`config.mk`:
```
export PLATFORM = sky130hd
export DESIGN_NAME = bbur_merge
export DESIGN_NICKNAME = d
export VERILOG_FILES = /design/src/bbur_pkg.sv /design/src/bbur_merge.sv
export SDC_FILE = /design/constraint.sdc
export NUM_CORES = 2
export LEC_CHECK = 0
export BUFFER_PORTS_ARGS = -buffer_cell sky130_fd_sc_hd__buf_2
export CORE_MARGIN = 2
export CORE_UTILIZATION = 62
export DETAILED_ROUTE_END_ITERATION = 10
export PLACE_DENSITY = 0.83
export SYNTH_ARGS = -nofsm -noshare
export SYNTH_HDL_FRONTEND = slang
export SYNTH_SLANG_ARGS = --single-unit
```
`constraint.sdc`:
```
create_clock -name clk_i -period 24.1 [get_ports clk_i]
set_input_delay 1.205 -clock clk_i [delete_from_list [all_inputs] [get_ports clk_i]]
set_output_delay 1.205 -clock clk_i [all_outputs]
set_load 0.02 [all_outputs]
```
`src/bbur_pkg.sv`:
```
// ----------------------------------------------------------------------------
// bbur_pkg
// Shared types and constants of the box union and bounding-sphere pipeline.
// ----------------------------------------------------------------------------
package bbur_pkg;

  localparam int CoordW = 32;  // signed q16.16 center
  localparam int HalfW  = 31;  // unsigned q15.16 half-size
  localparam int ExtW   = 34;  // widened min/max and sums
  localparam int SqW    = 2 * HalfW;
  localparam int SumW   = 64;  // sum of three squares
  localparam int RootW  = SumW / 2;
  localparam int RemW   = RootW + 3;
  localparam int Axes   = 3;

  localparam int MergeStages  = 3;
  localparam int SquareStages = 2;
  localparam int SqrtPerStage = 2;
  localparam int SqrtStages   = RootW / SqrtPerStage;

  typedef struct packed {
    logic signed [CoordW-1:0] first_center_x;
    logic signed [CoordW-1:0] first_center_y;
    logic signed [CoordW-1:0] first_center_z;
    logic [HalfW-1:0]         first_half_x;
    logic [HalfW-1:0]         first_half_y;
    logic [HalfW-1:0]         first_half_z;
    logic signed [CoordW-1:0] second_center_x;
    logic signed [CoordW-1:0] second_center_y;
    logic signed [CoordW-1:0] second_center_z;
    logic [HalfW-1:0]         second_half_x;
    logic [HalfW-1:0]         second_half_y;
    logic [HalfW-1:0]         second_half_z;
  } in_item_t;

  typedef struct packed {
    logic signed [CoordW-1:0] merged_center_x;
    logic signed [CoordW-1:0] merged_center_y;
    logic signed [CoordW-1:0] merged_center_z;
    logic [HalfW-1:0]         merged_half_x;
    logic [HalfW-1:0]         merged_half_y;
    logic [HalfW-1:0]         merged_half_z;
    logic [RootW-1:0]         sphere_radius;
  } out_item_t;

  // merged box, one entry per axis (x, y, z)
  typedef struct packed {
    logic [Axes-1:0][CoordW-1:0] center;
    logic [Axes-1:0][HalfW-1:0]  half;
  } box_t;

  typedef struct packed {
    box_t            box;
    logic [SumW-1:0] sumsq;
  } sq_item_t;

endpackage

```
`src/bbur_merge.sv`:
```
// ----------------------------------------------------------------------------
// bbur_merge
// Three-stage box union: bounds, min/max with sum and span, halve and clamp.
// ----------------------------------------------------------------------------
module bbur_merge (
  input  logic               clk_i,
  input  logic               rst_ni,
  input  logic               valid_i,
  output logic               ready_o,
  input  bbur_pkg::in_item_t item_i,
  output logic               valid_o,
  input  logic               ready_i,
  output bbur_pkg::box_t     box_o
);

  localparam int N = bbur_pkg::MergeStages;

  logic [N-1:0] v_q;
  logic [N:0]   rdy;
  logic [N-1:0] vin;

  logic [bbur_pkg::CoordW-1:0] c1 [bbur_pkg::Axes];
  logic [bbur_pkg::CoordW-1:0] c2 [bbur_pkg::Axes];
  logic [bbur_pkg::HalfW-1:0]  h1 [bbur_pkg::Axes];
  logic [bbur_pkg::HalfW-1:0]  h2 [bbur_pkg::Axes];

  logic signed [bbur_pkg::ExtW-1:0] lo1_d [bbur_pkg::Axes];
  logic signed [bbur_pkg::ExtW-1:0] hi1_d [bbur_pkg::Axes];
  logic signed [bbur_pkg::ExtW-1:0] lo2_d [bbur_pkg::Axes];
  logic signed [bbur_pkg::ExtW-1:0] hi2_d [bbur_pkg::Axes];
  logic signed [bbur_pkg::ExtW-1:0] lo1_q [bbur_pkg::Axes];
  logic signed [bbur_pkg::ExtW-1:0] hi1_q [bbur_pkg::Axes];
  logic signed [bbur_pkg::ExtW-1:0] lo2_q [bbur_pkg::Axes];
  logic signed [bbur_pkg::ExtW-1:0] hi2_q [bbur_pkg::Axes];
  logic signed [bbur_pkg::ExtW-1:0] sum_d [bbur_pkg::Axes];
  logic signed [bbur_pkg::ExtW-1:0] dif_d [bbur_pkg::Axes];
  logic signed [bbur_pkg::ExtW-1:0] sum_q [bbur_pkg::Axes];
  logic signed [bbur_pkg::ExtW-1:0] dif_q [bbur_pkg::Axes];
  bbur_pkg::box_t                   box_d;
  bbur_pkg::box_t                   box_q;

  // stage handshake: a stage takes a beat when empty or draining
  always_comb begin
    rdy[N] = ready_i;
    for (int k = 0; k < N; k++) begin
      rdy[k] = !v_q[k] || rdy[k+1];
      vin[k] = (k == 0) ? valid_i : v_q[(k == 0) ? 0 : k-1];
    end
  end

  always_ff @(posedge clk_i or negedge rst_ni) begin
    if (!rst_ni) begin
      v_q <= '0;
    end else begin
      for (int k = 0; k < N; k++) begin
        if (rdy[k]) begin
          v_q[k] <= vin[k];
        end
      end
    end
  end

  always_comb begin
    c1[0] = item_i.first_center_x;
    c1[1] = item_i.first_center_y;
    c1[2] = item_i.first_center_z;
    c2[0] = item_i.second_center_x;
    c2[1] = item_i.second_center_y;
    c2[2] = item_i.second_center_z;
    h1[0] = item_i.first_half_x;
    h1[1] = item_i.first_half_y;
    h1[2] = item_i.first_half_z;
    h2[0] = item_i.second_half_x;
    h2[1] = item_i.second_half_y;
    h2[2] = item_i.second_half_z;
  end

  // stage 1: bounds of both boxes
  always_comb begin
    logic signed [bbur_pkg::ExtW-1:0] ce1, ce2, he1, he2;
    for (int a = 0; a < bbur_pkg::Axes; a++) begin
      ce1 = {{(bbur_pkg::ExtW-bbur_pkg::CoordW){c1[a][bbur_pkg::CoordW-1]}}, c1[a]};
      ce2 = {{(bbur_pkg::ExtW-bbur_pkg::CoordW){c2[a][bbur_pkg::CoordW-1]}}, c2[a]};
      he1 = {{(bbur_pkg::ExtW-bbur_pkg::HalfW){1'b0}}, h1[a]};
      he2 = {{(bbur_pkg::ExtW-bbur_pkg::HalfW){1'b0}}, h2[a]};
      lo1_d[a] = ce1 - he1;
      hi1_d[a] = ce1 + he1;
      lo2_d[a] = ce2 - he2;
      hi2_d[a] = ce2 + he2;
    end
  end

  // stage 2: union bounds, then sum and span
  always_comb begin
    logic signed [bbur_pkg::ExtW-1:0] lo, hi;
    for (int a = 0; a < bbur_pkg::Axes; a++) begin
      lo       = (lo1_q[a] < lo2_q[a]) ? lo1_q[a] : lo2_q[a];
      hi       = (hi1_q[a] > hi2_q[a]) ? hi1_q[a] : hi2_q[a];
      sum_d[a] = lo + hi;
      dif_d[a] = hi - lo;
    end
  end

  // stage 3: floor halving and clamp to field range
  always_comb begin
    logic signed [bbur_pkg::ExtW-1:0] ctr;
    logic                             ovf_hi, ovf_lo, ovf_h;
    for (int a = 0; a < bbur_pkg::Axes; a++) begin
      ctr    = sum_q[a] >>> 1;
      ovf_hi = !ctr[bbur_pkg::ExtW-1] && (|ctr[bbur_pkg::ExtW-2:bbur_pkg::CoordW-1]);
      ovf_lo = ctr[bbur_pkg::ExtW-1] && !(&ctr[bbur_pkg::ExtW-2:bbur_pkg::CoordW-1]);
      if (ovf_hi) begin
        box_d.center[a] = {1'b0, {(bbur_pkg::CoordW-1){1'b1}}};
      end else if (ovf_lo) begin
        box_d.center[a] = {1'b1, {(bbur_pkg::CoordW-1){1'b0}}};
      end else begin
        box_d.center[a] = ctr[bbur_pkg::CoordW-1:0];
      end
      // span is never negative
      ovf_h = |dif_q[a][bbur_pkg::ExtW-2:bbur_pkg::HalfW+1];
      box_d.half[a] = ovf_h ? {bbur_pkg::HalfW{1'b1}} : dif_q[a][bbur_pkg::HalfW:1];
    end
  end

  always_ff @(posedge clk_i) begin
    for (int a = 0; a < bbur_pkg::Axes; a++) begin
      if (rdy[0] && vin[0]) begin
        lo1_q[a] <= lo1_d[a];
        hi1_q[a] <= hi1_d[a];
        lo2_q[a] <= lo2_d[a];
        hi2_q[a] <= hi2_d[a];
      end
      if (rdy[1] && vin[1]) begin
        sum_q[a] <= sum_d[a];
        dif_q[a] <= dif_d[a];
      end
    end
    if (rdy[2] && vin[2]) begin
      box_q <= box_d;
    end
  end

  assign ready_o = rdy[0];
  assign valid_o = v_q[N-1];
  assign box_o   = box_q;

endmodule

```
Yosys cells after proc, flatten, opt, wreduce, memory -nomap -nowiden
Memory sizes are Yosys's and may differ from the RTL's.
Index checks and enable logic that the tools add are counted.

storage, ports and cells
  bits in writable memories = 612
  output and inout port bits = 191
  input port bits = 382
  memories kept = 6
  word-level logic and storage cells = 79
  flip-flop bits (word level) = 192
  bits in latches = 0
  ROM bits = 0

operators by class
  bitwise gates (word level) = 0
  $mul = 0
  magnitude comparators = 6
  shift-type cells = 0
  equality and inequality tests = 0
  add/subtract/negate cells = 18
  multiplexer cells = 13
  reduce and logical (&&, ||, !) cells = 27
  div/mod/pow operators = 0

memories
  memory  depth  width  read ports  clocked after memory_dff  wr ports  RTL line          source
  dif_q   3      34     3           0                         3         bbur_merge.sv:38  logic signed [bbur_pkg::ExtW-1:0] dif_q [bbur_pkg::Axes];
  hi1_q   3      34     3           0                         3         bbur_merge.sv:32  logic signed [bbur_pkg::ExtW-1:0] hi1_q [bbur_pkg::Axes];
  hi2_q   3      34     3           0                         3         bbur_merge.sv:34  logic signed [bbur_pkg::ExtW-1:0] hi2_q [bbur_pkg::Axes];
  lo1_q   3      34     3           0                         3         bbur_merge.sv:31  logic signed [bbur_pkg::ExtW-1:0] lo1_q [bbur_pkg::Axes];
  lo2_q   3      34     3           0                         3         bbur_merge.sv:33  logic signed [bbur_pkg::ExtW-1:0] lo2_q [bbur_pkg::Axes];
  sum_q   3      34     3           0                         3         bbur_merge.sv:37  logic signed [bbur_pkg::ExtW-1:0] sum_q [bbur_pkg::Axes];

operators by type and width
  operator           count
  $mux 34            6
  $add 32x32->33     6
  $sub 32x32->33     6
  $add 34x34->34     3
  $gt 34x34->1       3
  $lt 34x34->1       3
  $sub 34x34->34     3
  $mux 32            3
  $logic_and 1x1->1  9
  $logic_not 1->1    9
  $reduce_and 2->1   3
  $reduce_or 2->1    3
  $mux 1             4
  $logic_or 1x1->1   3

Longest topological paths before layout
  word-level depth = 7
  gate-level depth with buffers = 28

Worst setup path before layout
Ideal clock, no wire load.

  kind = input -> register
  from = in ready_i
  to = mem hi1_q[0][100] (netlist bit), enable pin
  setup slack = 12.965 ns
  required time = 23.299 ns
  arrival = 10.334 ns
  path buffers = 0
  stages = 3
  cells stage by stage = nor2b_1 nand3_1 and2_1

RTL lines
  what         RTL line          source
  from (decl)  bbur_merge.sv:12  input logic ready_i,
  to (decl)    bbur_merge.sv:32

==> results.sh <==
export IMPL_synthTopCellsByCount="inv_1 (789), edfxtp_1 (774), ha_1 (756), nor2_1 (637), a21oi_1 (527)"
export IMPL_cp_data_required_time_ns=24.51
export IMPL_yosysMostFrequentCell="inv_1"
export IMPL_cp_slowest_cell="a2111oi_0"
export IMPL_cpMostUsedCell="o21ai_0"
export IMPL_power_leakage_nw=29.3
export IMPL_finalSetupViolCount=0
export IMPL_min_path_type="in -> async"
export IMPL_synth_warnings=0
export IMPL_syn_num_nets=7648
export IMPL_path_class="reg -> reg"
export IMPL_num_rows=113
export IMPL_slew_headroom_pct=16.4
export IMPL_clkTransAtPathRegs_ns=0.06
export IMPL_yosys_area_top_type_share_pct=38.9
export IMPL_synth_seq_cells=777
export IMPL_area_delta_synth_final_pct=11.1
export IMPL_start_util_pct=62.8
export IMPL_wl_per_cell_um=20.1
export IMPL_root_buffer="clkbuf_16"
export IMPL_rsz0062_at_grt="false"
export IMPL_busiest_layer="met2"
export IMPL_antenna_found_initial=23
export IMPL_core_um2=95200
export IMPL_cts_tree="yes"
export IMPL_cts_buffer_depth=3
export IMPL_globalplace_congestion=0.995
export IMPL_synth_compound_area_share_pct=16.9
export IMPL_drt_first_pass_iters=6
export IMPL_grt_pass1_vias=46500
export IMPL_port_buffers=572
export IMPL_yosysSeqAreaShare_pct=39.1
export IMPL_yosys_top_cells_area="edfxtp_1 (39%), ha_1 (16%), xnor2_1 (5.7%)"
export IMPL_fmax_ghz=0.131
export IMPL_overflow=0
export IMPL_dieArea_um2=98800
export IMPL_synthAdderAreaFrac_pct=16.4
export IMPL_min_period_ns=7.65
export IMPL_drtAntennaViolNets=0
export IMPL_power_density_nw_per_um2=104
export IMPL_hpwl_um=135000
export IMPL_first_iter_violations=5101
export IMPL_synth_cell_types=87
export IMPL_drive_gt1_share_pct=12.5
export IMPL_vdd_drop_max_uv=59.2
export IMPL_htree_num_levels=3
export IMPL_syn_avg_cell_area_um2=9.20
export IMPL_drv_slew=0
export IMPL_async_reset_ff_share_pct=0.386
export IMPL_crit_fanout=68
export IMPL_synth_xor_area_share_pct=7.38
export IMPL_cap_violations=0
export IMPL_grt_pass1_wl_um=252000
export IMPL_fill_cells=7227
export IMPL_synth_mux_area_share_pct=0.178
export IMPL_end_kind="flop"
export IMPL_io_pins=573
export IMPL_synth_simple_area_share_pct=13.4
export IMPL_synth_cells=6492
export IMPL_tns_ns=0
export IMPL_die_w_um=314
export IMPL_grt_usage_pct=32.8
export IMPL_cts_made_buffers=86
export IMPL_synth_edf_count=774
export IMPL_num_nets_final=8069
export IMPL_multi_input_area_um2=32500
export IMPL_synth_top_family_by_area="compound AO/OA/AOI/OAI gates"
export IMPL_post_cts_resized=0
export IMPL_fp_dieH_um=314
export IMPL_hold_viol=0
export IMPL_yosysTopAreaCell="edfxtp_1"
export IMPL_instances_no_fill=8254
export IMPL_drc=0
export IMPL_vias_per_cell=5.89
export IMPL_critPathLaunchType="flop"
export IMPL_cpPeakStageDelay_ns=1.09
export IMPL_cp_arrival_ns=8.07
export IMPL_vias=48600
export IMPL_hold_ws_ns=0.315
export IMPL_worstMarginPinSlew_ns=1.22
export IMPL_post_cts_setup_buffers=0
export IMPL_dpl_cell_count=8090
export IMPL_wirelength_um=166000
export IMPL_met3_usage_pct=4.14
export IMPL_hold_buffers=0
export IMPL_seq_area_um2=23300
export IMPL_grt_max_degree=87
export IMPL_path_cells="ha_1, a21oi_1, o21ai_0, a2111oi_0, o22ai_1, o22ai_4, buf_4, o21ai_0, ha_1, nor2b_1, o21ai_0, a21oi_1, o21ai_0, a21boi_0, o21ai_0, a21oi_1, o21ai_0, a211oi_1, or3_1, nand3_1, a21oi_1, o41ai_1, xnor2_1"
export IMPL_met2_usage_pct=53.6
export IMPL_synth_main_ff_cell="edfxtp_1"
export IMPL_totalPowerFinal_mw=6.90
export IMPL_status="finished clean"
export IMPL_insertion_delay_ns=0.68
export IMPL_syn_area_um2=59700
export IMPL_fin_crit_sh_pct=31.8
export IMPL_met1_usage_pct=44.6
export IMPL_cts_sinks=777
export IMPL_finClkSkew_ns=0.0299
## worst paths after layout
path	startpoint	to	slack (ns)	cells past startpoint
hold reg to reg	dif_q[0][7]	box_o[6]	0.48	1
hold / removal	rst_ni	v_q[0]	0.31	1
setup reg to reg	lo1_q[0][45]	sum_q[0][66]	16.45	23
setup / recovery	lo1_q[0][45]	sum_q[0][66]	16.45	23
min in group clk_i	dif_q[0][7]	box_o[6]	0.48	1
max in group asynchronous	rst_ni	v_q[1]	23.67	1
## layout make-up
type                    instances  share of cell area [%]
well taps                    1265                    2.39
flip-flops and latches        777                    35.2
clock inverters                54                    1.07
clock buffers                 100                    3.32
multi-input cells            4666                    49.0
diodes                         10                  0.0377
inverters                     791                    4.48
repair buffers                591                    4.53
## sequential cells by signal, summed over array words and instances, names as in the netlist
name,flops
hi2_q,96
sum_q,99
lo2_q,99
dif_q,96
lo1_q,99
box_o,189
v_q,3
hi1_q,96
## cell usage in the layout (no fill, tap or decap), types with 19 or more instances in the layout
master,count
a211oi_1,41
a21o_1,111
a21oi_1,527
a31oi_1,46
and2_1,22
and3_1,32
buf_2,572
buf_4,19
clkbuf_16,86
edfxtp_1,774
ha_1,756
inv_1,789
nand2_1,461
nand2b_1,67
nand3_1,73
nand4_1,37
nor2_1,636
nor2b_1,57
nor3_1,96
nor4_1,32
o211ai_1,29
o21a_1,46
o21ai_0,472
o21ai_1,20
o21bai_1,125
o31ai_1,36
or2_2,105
or3_1,42
or4_1,20
xnor2_1,387
xor2_1,116
## per-stage QoR
stage / setup WS (ns) / util [%] / instance area, µm²
floorplan: 12.97 / - / 59700
global placement: 16.96 / 66.6 / 63400
detailed placement: 16.80 / 66.6 / 63400
CTS: 16.74 / 69.7 / 66300
global route: 16.25 / 69.7 / 66300
finish: 16.45 / 69.7 / 66300
## power breakdown
group | internal (mW) | total, mW | leakage [nW] | switching (mW)
logic | 1.18 | 3.21 | 20.5 | 2.02
registers | 2.12 | 2.33 | 7.41 | 0.215
clock network | 0.802 | 1.36 | 1.41 | 0.563
total | 4.10 | 6.90 | 29.3 | 2.80
## cells by family after synthesis
logic type      after synthesis
flops                       777
simple gates               1733
xor+xnor                    503
compound gates             1646
buf+inv                    1049
mux                          10
fa+ha+maj                   774
## per-layer routing
| layer | vias to the layer above | share of wire [%] |
|---|---|---|
| met1 | 22800 | 41 |
| met4 | 16 | 3.7 |
| met5 | - | 0.054 |
| li1 | 23300 | - |
| met2 | 2092 | 46 |
| met3 | 299 | 8.6 |
## worst max-delay path, delay by kind of cell (launching register included)
| kind | cells | cell delay, ns |
|---|---|---|
| flip-flops | 1 | 0.39 |
| AO/OA/AOI/OAI | 16 | 4.80 |
| buffers and inverters | 1 | 0.53 |
| adder cells (fa/ha/maj) | 2 | 0.79 |
| XOR/XNOR | 1 | 0.10 |
| AND/OR/NAND/NOR | 3 | 0.74 |
Note: power is estimated with default switching activity, not from simulation.
